## src/hw/rtl/sipq_pkg.sv

```systemverilog
// Shared types and constants for the sorted-insert priority queue.
`default_nettype none
package sipq_pkg;

  localparam int DEPTH     = 16;
  localparam int IDX_W     = $clog2(DEPTH);
  localparam int CNT_W     = $clog2(DEPTH + 1);
  localparam int ID_W      = 16;
  localparam int PRIO_W    = 4;
  localparam int STATUS_W  = 2;
  localparam int CAP_W     = 5;
  localparam int OCC_W     = 5;
  localparam int CMP_W     = (CNT_W > CAP_W) ? CNT_W : CAP_W;

  localparam logic [CAP_W-1:0] CAP_RESET = CAP_W'(16);

  localparam logic CMD_INSERT = 1'b0;
  localparam logic CMD_REMOVE = 1'b1;

  localparam logic [STATUS_W-1:0] ST_DONE  = STATUS_W'(0);
  localparam logic [STATUS_W-1:0] ST_FULL  = STATUS_W'(1);
  localparam logic [STATUS_W-1:0] ST_EMPTY = STATUS_W'(2);

  typedef struct packed {
    logic [ID_W-1:0]   id;
    logic [PRIO_W-1:0] prio;
  } entry_t;

  typedef struct packed {
    logic             en;
    logic [IDX_W-1:0] addr;
    entry_t           data;
  } mem_wr_t;

  typedef enum logic [2:0] {
    S_IDLE,
    S_INS,
    S_INS_PUT,
    S_REM_HEAD,
    S_REM,
    S_FINISH
  } state_t;

endpackage
`default_nettype wire

```

## src/hw/rtl/sipq_store.sv

```systemverilog
// Entry store: one write port, one synchronous (registered) read port.
`default_nettype none
module sipq_store
  import sipq_pkg::*;
(
  input  wire logic             clk,
  input  wire mem_wr_t          wr,
  input  wire logic [IDX_W-1:0] rd_addr,
  output entry_t                rd_data
);

  entry_t mem [DEPTH];

  always_ff @(posedge clk) begin
    if (wr.en) begin
      mem[wr.addr] <= wr.data;
    end
  end

  always_ff @(posedge clk) begin
    rd_data <= mem[rd_addr];
  end

endmodule
`default_nettype wire

```

## src/hw/rtl/sorted_insert_priority_queue.sv

```systemverilog
// Top level of the sorted-insert priority queue.
//
// Input channel (in_valid / in_stall): one command per transfer. An insert
// carries entry_id and entry_priority; a remove takes the head entry.
// Output channel (out_valid / out_stall): exactly one result per command with
// status, the removed entry (zero unless a remove succeeded) and occupancy.
// Entries sit sorted by priority in a single-port-read memory, head at 0.
// An insert walks from the tail toward the head, one entry per cycle, moving
// each entry with a larger priority up one slot, then drops the new entry in.
// A remove reads the head, then moves every entry down one slot, one per cycle.
// A refused command goes straight to the last step; an insert first walks the
// queue from the tail and a remove reads the head, then walks the queue, each
// with one read and one write of the memory per cycle. One command is in work
// at a time; the next is taken the cycle after the result is loaded. The result
// register lets the next command start while a result waits; the block holds
// in its last step only if the previous result is still stalled. capacity_limit
// (cfg_write_en / cfg_write_data) must be written only while idle; the block
// does not enforce this. Reset (rst, synchronous) empties the queue and sets
// capacity to 16; the memory is not cleared since only written slots are used.
`default_nettype none
module sorted_insert_priority_queue
  import sipq_pkg::*;
(
  input  wire logic                clk,
  input  wire logic                rst,
  input  wire logic                cfg_write_en,
  input  wire logic [CAP_W-1:0]    cfg_write_data,
  input  wire logic                in_valid,
  output logic                     in_stall,
  input  wire logic                command,
  input  wire logic [ID_W-1:0]     entry_id,
  input  wire logic [PRIO_W-1:0]   entry_priority,
  output logic                     out_valid,
  input  wire logic                out_stall,
  output logic [STATUS_W-1:0]      status,
  output logic [ID_W-1:0]          removed_id,
  output logic [PRIO_W-1:0]        removed_priority,
  output logic [OCC_W-1:0]         occupancy
);

  state_t              state, state_next;
  logic [CAP_W-1:0]    cap;
  logic [CNT_W-1:0]    cnt;          // count after the command in work
  logic [CNT_W-1:0]    p;            // slot being filled or just read
  entry_t              op_entry;     // entry carried by an insert
  logic [STATUS_W-1:0] res_status;
  logic [ID_W-1:0]     res_id;
  logic [PRIO_W-1:0]   res_prio;

  mem_wr_t          wr;
  logic [IDX_W-1:0] rd_addr;
  entry_t           rd_data;

  logic accept, out_free, full, empty, shift_up, rem_more, ins_last;
  logic [CMP_W-1:0] cap_eff;

  sipq_store u_store (
    .clk     (clk),
    .wr      (wr),
    .rd_addr (rd_addr),
    .rd_data (rd_data)
  );

  assign in_stall = (state != S_IDLE);
  assign accept   = in_valid && !in_stall;
  assign out_free = !out_valid || !out_stall;

  // saturate capacity at the physical depth
  assign cap_eff  = (CMP_W'(cap) > CMP_W'(DEPTH)) ? CMP_W'(DEPTH) : CMP_W'(cap);
  assign full     = CMP_W'(cnt) >= cap_eff;
  assign empty    = (cnt == '0);

  // tail-ward entry still belongs behind the new one: move it up
  assign shift_up = rd_data.prio > op_entry.prio;
  assign ins_last = (p == CNT_W'(1));
  // more entries to pull down while removing
  assign rem_more = p < cnt;

  // next state
  always_comb begin
    state_next = state;
    unique case (state)
      S_IDLE: begin
        if (accept) begin
          if (command == CMD_INSERT) begin
            if (full)       state_next = S_FINISH;
            else if (empty) state_next = S_INS_PUT;
            else            state_next = S_INS;
          end else begin
            if (empty) state_next = S_FINISH;
            else       state_next = S_REM_HEAD;
          end
        end
      end
      S_INS: begin
        if (!shift_up)     state_next = S_FINISH;
        else if (ins_last) state_next = S_INS_PUT;
      end
      S_INS_PUT:  state_next = S_FINISH;
      S_REM_HEAD: state_next = (cnt != '0) ? S_REM : S_FINISH;
      S_REM:      state_next = rem_more ? S_REM : S_FINISH;
      S_FINISH:   state_next = out_free ? S_IDLE : S_FINISH;
      default:    state_next = S_IDLE;
    endcase
  end

  // memory control
  always_comb begin
    wr      = '0;
    rd_addr = '0;
    unique case (state)
      S_IDLE: begin
        if (accept && command == CMD_INSERT && !empty) begin
          rd_addr = IDX_W'(cnt - CNT_W'(1));
        end
      end
      S_INS: begin
        wr.en   = 1'b1;
        wr.addr = p[IDX_W-1:0];
        wr.data = shift_up ? rd_data : op_entry;
        rd_addr = IDX_W'(p - CNT_W'(2));
      end
      S_INS_PUT: begin
        wr.en   = 1'b1;
        wr.addr = p[IDX_W-1:0];
        wr.data = op_entry;
      end
      S_REM_HEAD: begin
        rd_addr = IDX_W'(1);
      end
      S_REM: begin
        wr.en   = 1'b1;
        wr.addr = IDX_W'(p - CNT_W'(1));
        wr.data = rd_data;
        rd_addr = IDX_W'(p + CNT_W'(1));
      end
      S_FINISH: begin
      end
      default: begin
      end
    endcase
  end

  // control registers
  always_ff @(posedge clk) begin
    if (rst) begin
      state     <= S_IDLE;
      cap       <= CAP_RESET;
      cnt       <= '0;
      out_valid <= 1'b0;
    end else begin
      state <= state_next;
      if (cfg_write_en) begin
        cap <= cfg_write_data;
      end
      if (accept) begin
        if (command == CMD_INSERT && !full) begin
          cnt <= cnt + CNT_W'(1);
        end else if (command == CMD_REMOVE && !empty) begin
          cnt <= cnt - CNT_W'(1);
        end
      end
      if (state == S_FINISH && out_free) begin
        out_valid <= 1'b1;
      end else if (!out_stall) begin
        out_valid <= 1'b0;
      end
    end
  end

  // datapath registers
  always_ff @(posedge clk) begin
    unique case (state)
      S_IDLE: begin
        if (accept) begin
          op_entry.id   <= entry_id;
          op_entry.prio <= entry_priority;
          res_id        <= '0;
          res_prio      <= '0;
          p             <= (command == CMD_INSERT) ? cnt : '0;
          if (command == CMD_INSERT) begin
            res_status <= full ? ST_FULL : ST_DONE;
          end else begin
            res_status <= empty ? ST_EMPTY : ST_DONE;
          end
        end
      end
      S_INS: begin
        if (shift_up) begin
          p <= p - CNT_W'(1);
        end
      end
      S_REM_HEAD: begin
        res_id   <= rd_data.id;
        res_prio <= rd_data.prio;
        p        <= CNT_W'(1);
      end
      S_REM: begin
        p <= p + CNT_W'(1);
      end
      S_INS_PUT: begin
      end
      S_FINISH: begin
        if (out_free) begin
          status           <= res_status;
          removed_id       <= res_id;
          removed_priority <= res_prio;
          occupancy        <= OCC_W'(cnt);
        end
      end
      default: begin
      end
    endcase
  end

endmodule
`default_nettype wire
```

## config.mk

```make
export PLATFORM = sky130hd
export DESIGN_NAME = sorted_insert_priority_queue
export DESIGN_NICKNAME = d
export VERILOG_FILES = /design/src/hw/rtl/sipq_pkg.sv /design/src/hw/rtl/sipq_store.sv /design/src/hw/rtl/sorted_insert_priority_queue.sv
export SDC_FILE = /design/constraint.sdc
export NUM_CORES = 1
export LEC_CHECK = 0
export ABC_AREA = 1
export BUFFER_PORTS_ARGS = -buffer_cell sky130_fd_sc_hd__buf_2
export CORE_ASPECT_RATIO = 1.5
export CORE_UTILIZATION = 45
export CTS_BUF_LIST = sky130_fd_sc_hd__clkbuf_16
export CTS_CLUSTER_SIZE = 12
export DETAILED_ROUTE_END_ITERATION = 16
export PLACE_DENSITY = 0.65
export SKIP_LAST_GASP = 1
export SYNTH_ARGS = -nofsm -noshare
export SYNTH_HDL_FRONTEND = slang
export SYNTH_SLANG_ARGS = --single-unit
```

## constraint.sdc

```tcl
create_clock -name clk -period 3.51 [get_ports clk]
set_clock_uncertainty 0.2 [all_clocks]
set_input_delay 0.351 -clock clk [delete_from_list [all_inputs] [get_ports clk]]
set_output_delay 0.351 -clock clk [all_outputs]
set_load 0.01 [all_outputs]
```

==> run_results.csv, run 1 <==
group,metric,value,unit
finish,drive_gt1_frac,0.1052,
synthesis,yosys.area.top_type,"edfxtp_1",
sta,hold_viol,0,
setup_path,worstPathRequired,3.51,ns
power_and_ir_drop,finalPower,22.39,mW
die,die_w,168.2,um
global_route,antenna_found_initial,0,
setup_path,end_kind,"flop",
power_and_ir_drop,p_leak,9.005,nW
die,die-height,251.3,um
synthesis,syn_nets,1791,
global_route,grt_usage,0.2319,
synthesis,ys_ff_latch,428,
synthesis,synth_top_cell_area_share,0.6344,
sta,period_needed,3.107,ns
drt,drc,0,
synthesis,syn_area_per_cell,10.73,sq um
synthesis,synth_cell_types,33,
die,initial_core_util,0.4550,
setup_path,worstPathArrival,3.10,ns
clocking,cts.hold.buffers_added,37,
clocking,cts_resized,0,
hold_path,min_path_type,"in -> reg",
drt,drt_pass1_iterations,5,
power_and_ir_drop,peakVddDrop,0.0006552,V
flow_run,drv_cap,0,
sta,fin_crit_sh,0.8852,
setup_path,critPathMaxFanout,16,
placed_design,place_ws,0.4076,ns
finish,final_core_util,0.5217,
clocking,clk_pin_slew_worst_paths,0.06,ns
sta,final-max-slew-violation-count,0,
sta,fmax,321.9,MHz
drt,wl_per_cell,20.18,um
drt,vias_per_cell,5.470,
sta,rsz0062_at_grt,"no",
synthesis,syn_inst,1738,
placed_design,gp_congestion,0.8819,
sta,slew_headroom,0.2545,
setup_path,worst_setup_path_start_kind,"flop",
global_route,grt_max_degree,159,
placed_design,hpwl,27580,um
global_route,grt_overflow,0,
die,core_area,0.04099,sq mm
finish,n_antenna_cell,0,
global_route,grt_pass1_vias,13080,
finish,nNetsFinal,1901,
setup_path,cpMaxStageDelayCell,"o22ai_1",
drt,routed_wl,48300,um
drt,ant_nets,0,
clocking,cts_tree,"yes",
setup_path,worstSetupPathType,"reg -> reg",
drt,vias,13090,
clocking,clockBufferDepth,3,
clocking,clkLatencyLatePin,0.56,ns
die,ios,60,
setup_path,path_cells,"inv_1 -> ha_1 -> inv_1 -> o21bai_1 -> nand2_1 -> nand2_1 -> nand2_1 -> nor2_1 -> inv_1 -> nand2_1 -> inv_1 -> o22ai_1",
die,die_area,0.04228,sq mm
drt,drtIter0Drc,1200,
setup_path,slowest_delay,0.95,ns
global_route,grt_pass1_wl,73710,um
clocking,numCtsBuffers,42,
synthesis,yosysSeqAreaShare,0.6709,
synthesis,synth_area_leaders,"edfxtp_1 (63%), nand3_1 (10%), inv_1 (6.2%), nand2_1 (5.9%), dfxtp_1 (3.6%)",
clocking,root_buffer,"clkbuf_16",
placed_design,placed_area,0.01975,sq mm
clocking,post-cts-setup-buffers,0,
synthesis,synth_warnings,0,
run_status,status,"finished, final reports clean",
placed_design,portBuffers,59,
clocking,cts_max_level,2,
sta,fin_ws,0.4030,ns
die,row_count,91,
synthesis,netlist_area,0.01865,sq mm
sta,setup_viol,0,
sta,fin_tns_setup,0,ns
finish,syn_to_final_growth,14.66,%
finish,stdcell_area,0.02138,sq mm
sta,tightest_slew,1.118,ns
power_and_ir_drop,power_density,1047,mW/mm^2
clocking,cts.sinks,428,
stage by stage:
step	hold WS (ns)	cells
5_1_grt	0.1580	2393
2_1_floorplan	0.2003	1738
3_3_place_gp	0.2015	2278
3_5_place_dp	0.2057	2278
4_1_cts	0.09767	2393
6_report	0.1154	2393
registers in the layout (all words and copies together), names as in the netlist, 3 cells and up:
| signal | cells |
|---|---|
| removed_id | 16 |
| cnt | 5 |
| u_store.rd_data | 20 |
| p | 5 |
| op_entry | 20 |
| occupancy | 5 |
| res_prio | 4 |
| cap | 5 |
| removed_priority | 4 |
| res_id | 16 |
| u_store.mem | 320 |
| state | 3 |
report_power, final:
| group | switching, mW | internal (mW) |
|---|---|---|
| clock network | 1.85 | 2.29 |
| logic | 7.25 | 2.93 |
| registers | 0.330 | 7.74 |
| total | 9.43 | 13.0 |
logic make-up (layout without fill, tap and decap cells):
kind of cell,count (synthesis),in the layout,synth area share
buffers and inverters,401,545,0.08607
XOR/XNOR,7,7,0.003287
AO/OA/AOI/OAI,71,71,0.02214
flip-flops,428,428,0.6709
adder cells (fa/ha/maj),22,22,0.01476
AND/OR/NAND/NOR,809,809,0.2029
synth_stat cells:
| library cell | count |
|---|---|
| nand3_1 | 374 |
| inv_1 | 308 |
| nand2_2 | 3 |
| xnor2_1 | 3 |
| nor2_4 | 2 |
| nand3b_1 | 60 |
| o211ai_1 | 1 |
| nor2_2 | 2 |
| a21oi_1 | 17 |
| inv_2 | 6 |
| a21oi_2 | 1 |
| a31o_2 | 1 |
| o21ai_1 | 1 |
| xor2_1 | 4 |
| nand3_4 | 1 |
| ha_1 | 22 |
| nor3_1 | 4 |
| o221ai_1 | 2 |
| a31oi_1 | 2 |
| clkbuf_1 | 23 |
| buf_1 | 6 |
| o21bai_1 | 1 |
| nand2_1 | 293 |
| buf_2 | 47 |
| o41ai_1 | 1 |
| buf_4 | 11 |
| edfxtp_1 | 394 |
| nand4_1 | 3 |
| a211oi_1 | 1 |
| dfxtp_1 | 34 |
| o22ai_1 | 23 |
| nor2_1 | 67 |
| o21ai_0 | 20 |
worst max-delay path, delay by kind of cell (launching register included):
| family | cells | cell delay (ns) |
|---|---|---|
| fa+ha+maj | 1 | 0.29 |
| flops | 1 | 0.32 |
| simple gates | 5 | 0.45 |
| compound gates | 2 | 1.06 |
| buf+inv | 4 | 0.43 |
metal layers:
metal,track usage,vias to the layer above,share of wire
met5,0,-,0
met4,0.1294,0,0.050
met3,0.02834,139,0.063
met2,0.4107,538,0.51
met1,0.2718,6362,0.37
li1,-,6050,-
layout by cell type, fill, tap and decap left out, drive strengths merged:
| master | netlist | layout |
|---|---|---|
| a211oi | 1 | 1 |
| a21oi | 18 | 18 |
| a31o | 1 | 1 |
| a31oi | 2 | 2 |
| buf | 64 | 116 |
| bufinv | 0 | 1 |
| clkbuf | 23 | 43 |
| clkinv | 0 | 6 |
| dfxtp | 34 | 34 |
| dlygate4sd3 | 0 | 37 |
| edfxtp | 394 | 394 |
| ha | 22 | 22 |
| inv | 314 | 342 |
| nand2 | 296 | 296 |
| nand3 | 375 | 375 |
| nand3b | 60 | 60 |
| nand4 | 3 | 3 |
| nor2 | 71 | 71 |
| nor3 | 4 | 4 |
| o211ai | 1 | 1 |
| o21ai | 21 | 21 |
| o21bai | 1 | 1 |
| o221ai | 2 | 2 |
| o22ai | 23 | 23 |
| o41ai | 1 | 1 |
| xnor2 | 3 | 3 |
| xor2 | 4 | 4 |
worst paths after layout:
path / startpoint / endpoint / slack (ns) / cells after the start
setup / recovery: op_entry[1]$_DFFE_PP_ / u_store.mem[1][17]$_DFFE_PP_ / 0.40 / 12
hold reg to reg: res_id[1]$_SDFFCE_PN0P_ / removed_id[1]$_DFFE_PP_ / 0.22 / 0
setup reg to reg: op_entry[1]$_DFFE_PP_ / u_store.mem[1][17]$_DFFE_PP_ / 0.40 / 12
hold / removal: in_valid / state[1]$_SDFFE_PP0P_ / 0.12 / 7
area by class of cell:
cell class / instances / area (sq um)
clock buffer: 43 / 1076
clock inverter: 35 / 183.9
fill: 3511 / 19610
inverter: 314 / 1181
multi-input combinational: 909 / 4598
sequential: 428 / 12510
tap: 511 / 639.4
timing repair buffer: 153 / 1194
(Power assumes the default switching activity.)
==> run 2, diff against run 1 <==
CORE_ASPECT_RATIO = unset   (was 1.5)
==> run_results.csv, run 2 (synthesized netlist as in run 1, its figures left out) <==
group,metric,value,unit
run_status,status,"finished, final reports clean",
global_route,met1_usage,0.3116,
setup_path,cp_top_family,"buffers and inverters",
global_route,antenna_found_initial,0,
global_route,grt_pass1_wl,70750,um
drt,routed_wl,46390,um
die,die_w,205.6,um
die,die-height,205.6,um
setup_path,path_buf_inv,3,
clocking,cts_tree,"yes",
die,die_area,0.04226,sq mm
sta,rsz0062_at_grt,"no",
global_route,grt.busiest_layer,"met2",
drt,vias_per_cell,5.261,
global_route,grt_overflow,0,
finish,n_antenna_cell,0,
finish,final_core_util,0.5289,
finish,nNetsFinal,1910,
hold_path,whs_path_depth,3,
sta,slew_headroom,0.2803,
placed_design,hpwl,25720,um
drt,vias,12740,
clocking,cts_resized,0,
finish,syn_to_final_growth,15.79,%
setup_path,cpMaxStageDelayCell,"buf_4",
power_and_ir_drop,finalPower,22.39,mW
setup_path,worstPathArrival,3.26,ns
clocking,numCtsBuffers,44,
finish,largest_reg_flops,320,
setup_path,worstReg2RegStart,"cnt[0]$_SDFFE_PP0P_",
setup_path,ff2ff_setup_slack,0.56,ns
global_route,grt_max_degree,161,
finish,final_cell_mix,"edfxtp_1 (394), nand3_1 (374), inv_1 (327), nand2_1 (292), nand3b_1 (60)",
power_and_ir_drop,peakVddDrop,0.0007951,V
finish,top_regs,"u_store.mem: 320 flops, op_entry: 20 flops, u_store.rd_data: 20 flops",
drt,drt_pass1_iterations,5,
setup_path,cp_common_cell,"nand2_1",
setup_path,worstPathRequired,3.81,ns
die,ios,60,
global_route,grt_pass1_vias,12060,
setup_path,path_cells,"inv_1 -> ha_1 -> inv_1 -> nor2_1 -> nand2_1 -> nand2_1 -> nor2_1 -> nand2_1 -> nand2_2 -> buf_4 -> nand3_1 -> nand3_1 -> nand3_1 -> nand2_1",
setup_path,r2r_end,"u_store.rd_data[15]$_DFF_P_",
setup_path,critPathMaxFanout,80,
drt,drtIter0Drc,1370,
global_route,use_met3,0.03405,
hold_path,hold_path_end,"res_status[1]$_SDFFCE_PN0P_",
drt,drc,0,
sta,hold_viol,0,
die,initial_core_util,0.4568,
finish,ff_latch_area,0.01251,sq mm
sta,tightest_slew,1.080,ns
clocking,clockBufferDepth,3,
clocking,cts.sinks,428,
placed_design,portBuffers,59,
drt,wl_per_cell,19.16,um
global_route,met2_usage,0.3595,
setup_path,rr_worst_depth,14,
sta,fin_crit_sh,0.8418,
finish,top_register,"u_store.mem",
placed_design,dp_cells,2306,
flow_run,drv_cap,0,
power_and_ir_drop,power_density,1037,mW/mm^2
die,row_count,74,
hold_path,min_path_type,"in -> reg",
finish,multi_input_area,0.004601,sq mm
setup_path,worst_setup_path_start_kind,"flop",
clocking,cts_max_level,2,
finish,final-instance-count-excl-fill,2421,
global_route,grt_usage,0.2234,
sta,period_needed,2.955,ns
sta,final-max-slew-violation-count,0,
drt,ant_nets,0,
setup_path,end_kind,"flop",
clocking,root_buffer,"clkbuf_16",
finish,final_common_cell,"edfxtp_1",
finish,n_fill_cell,3406,
sta,fin_tns_setup,0,ns
hold_path,min-delay-start,"command",
placed_design,gp_congestion,0.9315,
sta,setup_viol,0,
finish,drive_gt1_frac,0.1112,
clocking,post-cts-setup-buffers,0,
clocking,clk_pin_slew_worst_paths,0.06,ns
power_and_ir_drop,p_leak,9.066,nW
die,core_area,0.04083,sq mm
setup_path,slowest_delay,0.79,ns
clocking,clkLatencyLatePin,0.56,ns
setup_path,worstSetupPathType,"reg -> reg",
sta,fmax,338.4,MHz
sta,whs,0.08179,ns
==> run 2: layer usage <==
metal | share of wire | wire (um)
met2 | 0.47 | 21730
met4 | 0.022 | 1042
met1 | 0.43 | 19790
met5 | 0 | 0
met3 | 0.082 | 3816
==> run 2: cell type report <==
class                      instances  share of cell area
inverter                         314             0.05470
timing repair buffer             160             0.06119
tap                              532             0.03082
clock inverter                    32            0.007532
clock buffer                      46             0.05331
multi-input combinational        909              0.2130
sequential                       428              0.5794
==> run 2: worst min-delay path, cell delays in order <==
cell and delay (ns):
buf_2 0.12, inv_1 0.10, nor2_1 0.15
==> run 2: where the power goes <==
| part | internal, mW | total (mW) | leakage [nW] | switching, mW |
|---|---|---|---|---|
| logic | 3.06 | 10.1 | 4.41 | 7.03 |
| clock network | 2.42 | 4.27 | 0.713 | 1.85 |
| registers | 7.72 | 8.04 | 3.95 | 0.311 |
==> run 2: repair_timing <==
item	in CTS	in global routing
hold endpoints to repair	32	0
endpoints found under the setup margin	0	0
hold buffers	37	0
==> run 2: through the flow <==
stage | setup WS (ns) | instance area, sq um
2_1_floorplan | 0.01908 | 18650
3_3_place_gp | 0.6803 | 19910
3_5_place_dp | 0.6009 | 19910
4_1_cts | 0.5943 | 21590
5_1_grt | 0.2925 | 21590
6_report | 0.5553 | 21590
==> run 2: worst max-delay path by stage <==
stage                              startpoint                          end  slack (ns)  depth (start not counted)
after floorplan                p[1]$_DFFE_PP_  u_store.mem[0][0]$_DFFE_PP_        0.02                         10
after CTS                 cnt[0]$_SDFFE_PP0P_  u_store.rd_data[15]$_DFF_P_        0.59                         14
after global routing      cnt[0]$_SDFFE_PP0P_   u_store.rd_data[9]$_DFF_P_        0.29                         14
after detailed placement  cnt[0]$_SDFFE_PP0P_  u_store.rd_data[15]$_DFF_P_        0.60                         14
final                     cnt[0]$_SDFFE_PP0P_  u_store.rd_data[15]$_DFF_P_        0.56                         14
after global placement    cnt[0]$_SDFFE_PP0P_  u_store.rd_data[10]$_DFF_P_        0.68                         14
